$ cat src/rtl/ffl_pkg.sv
package ffl_pkg;

	localparam int QUEUE_DEPTH  = 8;
	localparam int FLIGHT_DEPTH = 8;
	localparam int STAMP_BITS   = 32;

	localparam int QIDX_W = (QUEUE_DEPTH > 1) ? $clog2(QUEUE_DEPTH) : 1;
	localparam int FIDX_W = (FLIGHT_DEPTH > 1) ? $clog2(FLIGHT_DEPTH) : 1;
	localparam int QCNT_W = $clog2(QUEUE_DEPTH + 1);
	localparam int FCNT_W = $clog2(FLIGHT_DEPTH + 1);
	localparam int DIFF_W = (STAMP_BITS > 32) ? STAMP_BITS : 32;

	typedef logic [STAMP_BITS-1:0] stamp_t;
	typedef logic [QIDX_W-1:0]     qidx_t;
	typedef logic [FIDX_W-1:0]     fidx_t;
	typedef logic [QCNT_W-1:0]     qcnt_t;
	typedef logic [FCNT_W-1:0]     fcnt_t;

	typedef enum logic [1:0] {
		CFG_MAX_IN_FLIGHT     = 2'd0,
		CFG_MAX_IN_QUEUE      = 2'd1,
		CFG_IN_FLIGHT_TIMEOUT = 2'd2
	} cfg_reg_t;

	typedef enum logic {
		OP_FRAME  = 1'b0,
		OP_FINISH = 1'b1
	} op_t;

	typedef enum logic [2:0] {
		ST_IDLE,
		ST_FLIGHT_RD,
		ST_FLIGHT_CHK,
		ST_WAIT_RD,
		ST_WAIT_EMIT
	} state_t;

	typedef struct packed {
		logic        op;
		logic [31:0] stamp;
		logic [15:0] frame_tag;
	} in_item_t;

	typedef struct packed {
		logic [31:0] out_stamp;
		logic [15:0] out_tag;
		logic        allowed;
		logic        last;
	} out_item_t;

	// limits already saturated: in flight to its ring size, in queue to one below its ring size
	typedef struct packed {
		fcnt_t       flim;
		qcnt_t       qlim;
		logic [31:0] timeout;
	} cfg_t;

endpackage

$ cat src/rtl/frame_flow_limiter_unit.sv
// flow: an accepted item is registered; a finished notice or a timed arrival then scans
// the flight ring from its head, retiring entries until one stays or the ring is empty;
// then each result is read at the wait ring head and emitted, held while output stalls;
// throughput: one item at a time, taken only in idle, set by the read-modify-write turn
// on the single-port wait and flight rings; reset clears counts and ring pointers
// at once, sets flight limit to 1, queue limit and timeout to 0; ring contents stay
module frame_flow_limiter_unit
	import ffl_pkg::*;
(
	input  logic        clk,
	input  logic        arst_n,
	input  logic        in_valid,
	output logic        in_ready,
	input  in_item_t    in_item,
	output logic        out_valid,
	input  logic        out_ready,
	output out_item_t   out_item,
	input  logic        cfg_valid,
	output logic        cfg_ready,
	input  logic [1:0]  cfg_index,
	input  logic [31:0] cfg_data
);

	cfg_t cfg;

	ffl_cfg u_cfg (
		.clk       (clk),
		.arst_n    (arst_n),
		.cfg_valid (cfg_valid),
		.cfg_ready (cfg_ready),
		.cfg_index (cfg_index),
		.cfg_data  (cfg_data),
		.cfg       (cfg)
	);

	// rings
	stamp_t      wait_stamp_mem [QUEUE_DEPTH];
	logic [15:0] wait_tag_mem   [QUEUE_DEPTH];
	stamp_t      flight_mem     [FLIGHT_DEPTH];

	stamp_t      wait_stamp_rd_q;
	logic [15:0] wait_tag_rd_q;
	stamp_t      flight_rd_q;

	state_t state_q, state_d;
	logic   op_q;
	stamp_t stamp_q;
	qidx_t  whead_q, wtail_q;
	fidx_t  fhead_q, ftail_q;
	qcnt_t  wcnt_q;
	fcnt_t  fcnt_q;
	logic   rel_q;
	logic   out_valid_q;
	out_item_t out_q;

	logic   accept;
	logic   wait_wr;
	logic   flight_rd;
	logic   flight_pop;
	logic   wait_rd;
	logic   rel_d;
	logic   emit;
	logic   emit_last;
	logic   slot_free;
	qcnt_t  wcnt_n;
	fcnt_t  fcnt_n;
	logic   retire_hit;
	stamp_t age;

	function automatic qidx_t qinc(qidx_t p);
		qinc = (int'(p) == QUEUE_DEPTH - 1) ? '0 : p + qidx_t'(1);
	endfunction

	function automatic fidx_t finc(fidx_t p);
		finc = (int'(p) == FLIGHT_DEPTH - 1) ? '0 : p + fidx_t'(1);
	endfunction

	assign in_ready  = (state_q == ST_IDLE);
	assign accept    = in_valid && in_ready;
	assign slot_free = !out_valid_q || out_ready;
	assign out_valid = out_valid_q;
	assign out_item  = out_q;

	assign age = stamp_q - flight_rd_q;

	always_comb begin
		if (op_q == OP_FINISH)
			retire_hit = (flight_rd_q <= stamp_q);
		else
			retire_hit = (stamp_q >= flight_rd_q) &&
				(DIFF_W'(age) > DIFF_W'(cfg.timeout));
	end

	// counts after the result now being emitted
	assign wcnt_n = wcnt_q - qcnt_t'(1);
	assign fcnt_n = rel_q ? fcnt_q + fcnt_t'(1) : fcnt_q;
	assign emit_last = !(((fcnt_n < cfg.flim) && (wcnt_n != '0)) || (wcnt_n > cfg.qlim));

	always_comb begin
		state_d    = state_q;
		wait_wr    = 1'b0;
		flight_rd  = 1'b0;
		flight_pop = 1'b0;
		wait_rd    = 1'b0;
		rel_d      = rel_q;
		emit       = 1'b0;
		case (state_q)
			ST_IDLE: begin
				if (accept) begin
					wait_wr = (in_item.op == OP_FRAME) && (int'(wcnt_q) < QUEUE_DEPTH);
					if (in_item.op == OP_FINISH || cfg.timeout != '0)
						state_d = ST_FLIGHT_RD;
					else
						state_d = ST_WAIT_RD;
				end
			end
			ST_FLIGHT_RD: begin
				if (fcnt_q == '0) begin
					state_d = ST_WAIT_RD;
				end else begin
					flight_rd = 1'b1;
					state_d   = ST_FLIGHT_CHK;
				end
			end
			ST_FLIGHT_CHK: begin
				if (retire_hit) begin
					flight_pop = 1'b1;
					state_d    = ST_FLIGHT_RD;
				end else begin
					state_d = ST_WAIT_RD;
				end
			end
			ST_WAIT_RD: begin
				if ((fcnt_q < cfg.flim) && (wcnt_q != '0)) begin
					rel_d   = 1'b1;
					wait_rd = 1'b1;
					state_d = ST_WAIT_EMIT;
				end else if (wcnt_q > cfg.qlim) begin
					rel_d   = 1'b0;
					wait_rd = 1'b1;
					state_d = ST_WAIT_EMIT;
				end else begin
					state_d = ST_IDLE;
				end
			end
			ST_WAIT_EMIT: begin
				if (slot_free) begin
					emit    = 1'b1;
					state_d = emit_last ? ST_IDLE : ST_WAIT_RD;
				end
			end
			default: state_d = ST_IDLE;
		endcase
	end

	always_ff @(posedge clk or negedge arst_n) begin
		if (!arst_n) begin
			state_q     <= ST_IDLE;
			whead_q     <= '0;
			wtail_q     <= '0;
			wcnt_q      <= '0;
			fhead_q     <= '0;
			ftail_q     <= '0;
			fcnt_q      <= '0;
			rel_q       <= 1'b0;
			out_valid_q <= 1'b0;
		end else begin
			state_q <= state_d;
			rel_q   <= rel_d;
			if (wait_wr) begin
				wtail_q <= qinc(wtail_q);
				wcnt_q  <= wcnt_q + qcnt_t'(1);
			end
			if (flight_pop) begin
				fhead_q <= finc(fhead_q);
				fcnt_q  <= fcnt_q - fcnt_t'(1);
			end
			if (emit) begin
				whead_q <= qinc(whead_q);
				wcnt_q  <= wcnt_n;
				if (rel_q) begin
					ftail_q <= finc(ftail_q);
					fcnt_q  <= fcnt_n;
				end
			end
			if (emit)
				out_valid_q <= 1'b1;
			else if (out_ready)
				out_valid_q <= 1'b0;
		end
	end

	// item and result payload
	always_ff @(posedge clk) begin
		if (accept) begin
			op_q    <= in_item.op;
			stamp_q <= stamp_t'(in_item.stamp);
		end
		if (emit) begin
			out_q.out_stamp <= 32'(wait_stamp_rd_q);
			out_q.out_tag   <= wait_tag_rd_q;
			out_q.allowed   <= rel_q;
			out_q.last      <= emit_last;
		end
	end

	// wait ring: written on arrival, read at the head for release or drop
	always_ff @(posedge clk) begin
		if (wait_wr) begin
			wait_stamp_mem[wtail_q] <= stamp_t'(in_item.stamp);
			wait_tag_mem[wtail_q]   <= in_item.frame_tag;
		end
		if (wait_rd) begin
			wait_stamp_rd_q <= wait_stamp_mem[whead_q];
			wait_tag_rd_q   <= wait_tag_mem[whead_q];
		end
	end

	// flight ring: written on release, read at the head for retire checks
	always_ff @(posedge clk) begin
		if (emit && rel_q)
			flight_mem[ftail_q] <= wait_stamp_rd_q;
		if (flight_rd)
			flight_rd_q <= flight_mem[fhead_q];
	end

endmodule

$ cat src/rtl/ffl_cfg.sv
module ffl_cfg
	import ffl_pkg::*;
(
	input  logic        clk,
	input  logic        arst_n,
	input  logic        cfg_valid,
	output logic        cfg_ready,
	input  logic [1:0]  cfg_index,
	input  logic [31:0] cfg_data,
	output cfg_t        cfg
);

	logic [3:0]  max_in_flight_q;
	logic [2:0]  max_in_queue_q;
	logic [31:0] timeout_q;

	assign cfg_ready = 1'b1;

	always_ff @(posedge clk or negedge arst_n) begin
		if (!arst_n) begin
			max_in_flight_q <= 4'd1;
			max_in_queue_q  <= 3'd0;
			timeout_q       <= 32'd0;
		end else if (cfg_valid) begin
			case (cfg_index)
				CFG_MAX_IN_FLIGHT:     max_in_flight_q <= cfg_data[3:0];
				CFG_MAX_IN_QUEUE:      max_in_queue_q  <= cfg_data[2:0];
				CFG_IN_FLIGHT_TIMEOUT: timeout_q       <= cfg_data;
				default: ;
			endcase
		end
	end

	// saturate so that an arrival always finds a free wait slot
	always_comb begin
		if (int'(max_in_flight_q) > FLIGHT_DEPTH)
			cfg.flim = FCNT_W'(FLIGHT_DEPTH);
		else
			cfg.flim = FCNT_W'(max_in_flight_q);
		if (int'(max_in_queue_q) > QUEUE_DEPTH - 1)
			cfg.qlim = QCNT_W'(QUEUE_DEPTH - 1);
		else
			cfg.qlim = QCNT_W'(max_in_queue_q);
		cfg.timeout = timeout_q;
	end

endmodule
$ cat config.mk
export PLATFORM = sky130hd
export DESIGN_NAME = frame_flow_limiter_unit
export DESIGN_NICKNAME = d
export VERILOG_FILES = /design/src/rtl/ffl_pkg.sv /design/src/rtl/frame_flow_limiter_unit.sv /design/src/rtl/ffl_cfg.sv
export SDC_FILE = /design/constraint.sdc
export NUM_CORES = 1
export LEC_CHECK = 0
export BUFFER_PORTS_ARGS = -buffer_cell sky130_fd_sc_hd__buf_4
export CORE_MARGIN = 2
export CORE_UTILIZATION = 45
export CTS_CLUSTER_SIZE = 25
export DETAILED_ROUTE_END_ITERATION = 8
export HOLD_SLACK_MARGIN = 0.08
export PLACE_DENSITY = 0.6
export SYNTH_ARGS = -nofsm -noshare
export SYNTH_HDL_FRONTEND = slang
export SYNTH_HIERARCHICAL = 1
export SYNTH_SLANG_ARGS = --single-unit
$ cat constraint.sdc
create_clock -name clk -period 9.53 [get_ports clk]
set_clock_uncertainty 0.15 [all_clocks]
set_input_delay 1.4295 -clock clk [delete_from_list [all_inputs] [get_ports clk]]
set_output_delay 1.4295 -clock clk [all_outputs]
set_load 0.03 [all_outputs]
==> out/qor.yml <==
crit_required_ns: 9.88
cts.htree.levels: 3
globalRoute.totalOverflow: 0
timing_worst_setup_path_type: "register to register"
fin_tns_setup_ns: 0
route.detailed.vias_per_inst: 5.59
pin_count_of_the_biggest_net_entering_global_routing: 65
post-layout-total-power_mw: 11.9
floorplan.initialDensity_pct: 45.4
number_of_enable_type_register_cells_in_the_synthesized_netlist: 803
clock_insertion_delay_worst_skew_ns: 0.65
drc: 0
clock_transition_at_path_regs_ns: 0.06
worstHoldPathType: "register to register"
most-common-layout-cells: "edfxtp_1, buf_4, mux4_2"
gr-usage-all-layers_pct: 20.3
worst_slew_margin_rel_pct: 28.6
yosys_warnings: 6
timing.critical_path.arrival_ns: 5.82
slew_violations: 0
seq_area_frac_synth_pct: 73.2
status: "finished clean"
critPathTopFamily: "compound AO/OA/AOI/OAI gates"
fp.dieArea_um2: 80300
path_common_cell: "ha_1"
synth_top_cell_area_share_pct: 68.7
finish.net_count: 2202
final_cell_area_um2: 40400
synth.net_count: 2009
first_global_vias: 18300
buffer_levels_on_the_longest_clock_path: 3
tritoncts_buffer_count: 90
area_growth_syn_to_layout_pct: 15.1
setup_repair_after_global_routing_missed_its_margin: "no"
drt_pre_antenna_iters: 5
drt_wl_total_um: 80600
timing.critical_path.slowest_cell_delay_ns: 0.53
grt_first_pass_wirelength_um: 120000
place.port_buffers: 139
num_io_pins: 141
syn-cell-area_um2: 35100
setup_viol: 0
final_hold_violations: 0
dr_total_vias: 17500
grt_antenna_before_repair: 1
power.density_nw_per_um2: 294
ys_ff_latch: 867
dp.final_hpwl_um: 48400
async_flop_share_pct: 7.38
drt_iter0_drc: 1544
leakage_nw: 13.8
timing.critical_path.buf_inv: 0
max-vdd-ir-drop_v: 0.000186
avgRoutedWirePerCell_um: 25.7
worst_margin_pin_slew_ns: 1.07
holdWs_ns: 0.277
cts_num_sinks: 867
hold_fix_buffers_at_cts: 0
syn-mean-instance-area_um2: 19.2
gpl.final_weighted_congestion: 0.876
die_width_um: 283
drv.max_cap_violation_count: 0
tritoncts: "yes"
finalCriticalPeriod_ns: 5.47
final_core_util_pct: 52.3
cts_repair_resize_count: 0
fp.dieH_um: 283
fin_crit_sh_pct: 57.4
synthesis.instances: 1829
timing.critical_path.fanout_max: 6
synthDominantAreaCellType: "edfxtp_1"
core.rowCount: 102
crit_path_cell_trace: "ha_1 -> fa_1 -> nand2b_1 -> a21o_1 -> a31oi_1 -> o21ai_0 -> a21oi_1 -> o31a_1 -> o211ai_1 -> ha_1 -> nand4_1 -> nor4_1 -> o311ai_0 -> a41oi_1 -> and3_1 -> mux2_1"
highest_attainable_clock_frequency_mhz: 183
clockRootBuffer: "clkbuf_16"
drive_gt1_share_pct: 27.8
placement.cell_area_um2: 37500
yosys-top-cells-area: "edfxtp_1, mux4_2, dfrtp_1"
end_kind: "register"
postCtsSetupBuffers: 0
layout.cells.most_common: "edfxtp_1"
core-area_um2: 77300
crit_path_start_kind: "register"
synth.distinct_cells: 77
worst_path_max_delay_cell: "a41oi_1"
remaining_antenna_violation_count: 0
ys.flop_type: "edfxtp_1"
==> synth_stat cells, types with 28 or more instances <==
library cell and count:
clkbuf_1 42, mux2_2 89, nor3_1 28, inv_1 94, edfxtp_1 803, nand2_1 59
dfrtp_1 63, mux2_1 33, mux4_2 160, nor2_1 42, ha_1 91, a21oi_1 31
==> routing by layer <==
layer / part of all wire (%) / vias up / track usage [%]
met2: 49 / 480 / 33.7
met5: 0 / - / 0
li1: - / 7756 / -
met3: 5.0 / 109 / 3.19
met4: 2.5 / 0 / 5.82
met1: 43 / 9204 / 28.0
==> power breakdown <==
| part | switching (mW) | total, mW | internal, mW |
|---|---|---|---|
| clock network | 1.45 | 3.41 | 1.96 |
| logic | 1.88 | 3.40 | 1.52 |
| registers | 0.400 | 5.08 | 4.68 |
| total | 3.72 | 11.9 | 8.16 |
==> cells by family after synthesis <==
logic type,share of synthesized area [%]
AOI/OAI and AO/OA,3.42
adders and majority gates,3.30
and+or+nand+nor,3.25
muxes,14.3
xor gates and xnor gates,0.673
other,0.0214
DFF,73.2
buffers and inverters,1.85
==> registers in the layout, summed over array words and instances (netlist names), 4 cells and up <==
register,flops
fcnt_q,4
u_cfg/timeout_q,32
out_item,50
wait_tag_mem,128
stamp_q,32
wait_stamp_rd_q,32
wcnt_q,4
flight_rd_q,32
u_cfg/max_in_flight_q,4
wait_tag_rd_q,16
flight_mem,256
wait_stamp_mem,256
==> worst register-to-register path, stage by stage, from the launching register on <==
cell	delay (ns)
edfxtp_1	0.36
ha_1	0.24
fa_1	0.40
nand2b_1	0.18
a21o_1	0.19
a31oi_1	0.36
o21ai_0	0.29
a21oi_1	0.43
o31a_1	0.22
o211ai_1	0.11
ha_1	0.33
nand4_1	0.17
nor4_1	0.41
o311ai_0	0.25
a41oi_1	0.53
and3_1	0.36
mux2_1	0.36
==> per-stage QoR <==
stage	worst slack, ns	std cells
4_1_cts	4.14	3138
3_3_place_gp	4.38	2970
2_1_floorplan	1.81	1829
3_5_place_dp	4.19	2970
5_1_grt	3.66	3138
6_report	4.06	3139
==> worst paths after layout <==
path	start	endpoint	slack, ns	cells after the start
worst max-delay path	flight_rd_q[0]	fhead_q[2]	4.06	16
worst min-delay path	wait_tag_rd_q[12]	out_item[14]	0.28	0
worst max register to register	flight_rd_q[0]	fhead_q[2]	4.06	16
worst min register to register	wait_tag_rd_q[12]	out_item[14]	0.28	0
max in group asynchronous	arst_n	whead_q[0]	7.83	1
min in group asynchronous	arst_n	u_cfg/timeout_q[8]	0.72	1
==> cell type report <==
type | instances | area, um^2
diodes | 1 | 2.50
multi-input cells | 799 | 8850
clock buffers | 113 | 2370
fillers | 6245 | 36900
repair buffers | 170 | 1280
clock inverters | 55 | 527
flip-flops and latches | 867 | 25700
inverters | 94 | 354
well taps | 1040 | 1300
(Power assumes the default switching activity.)
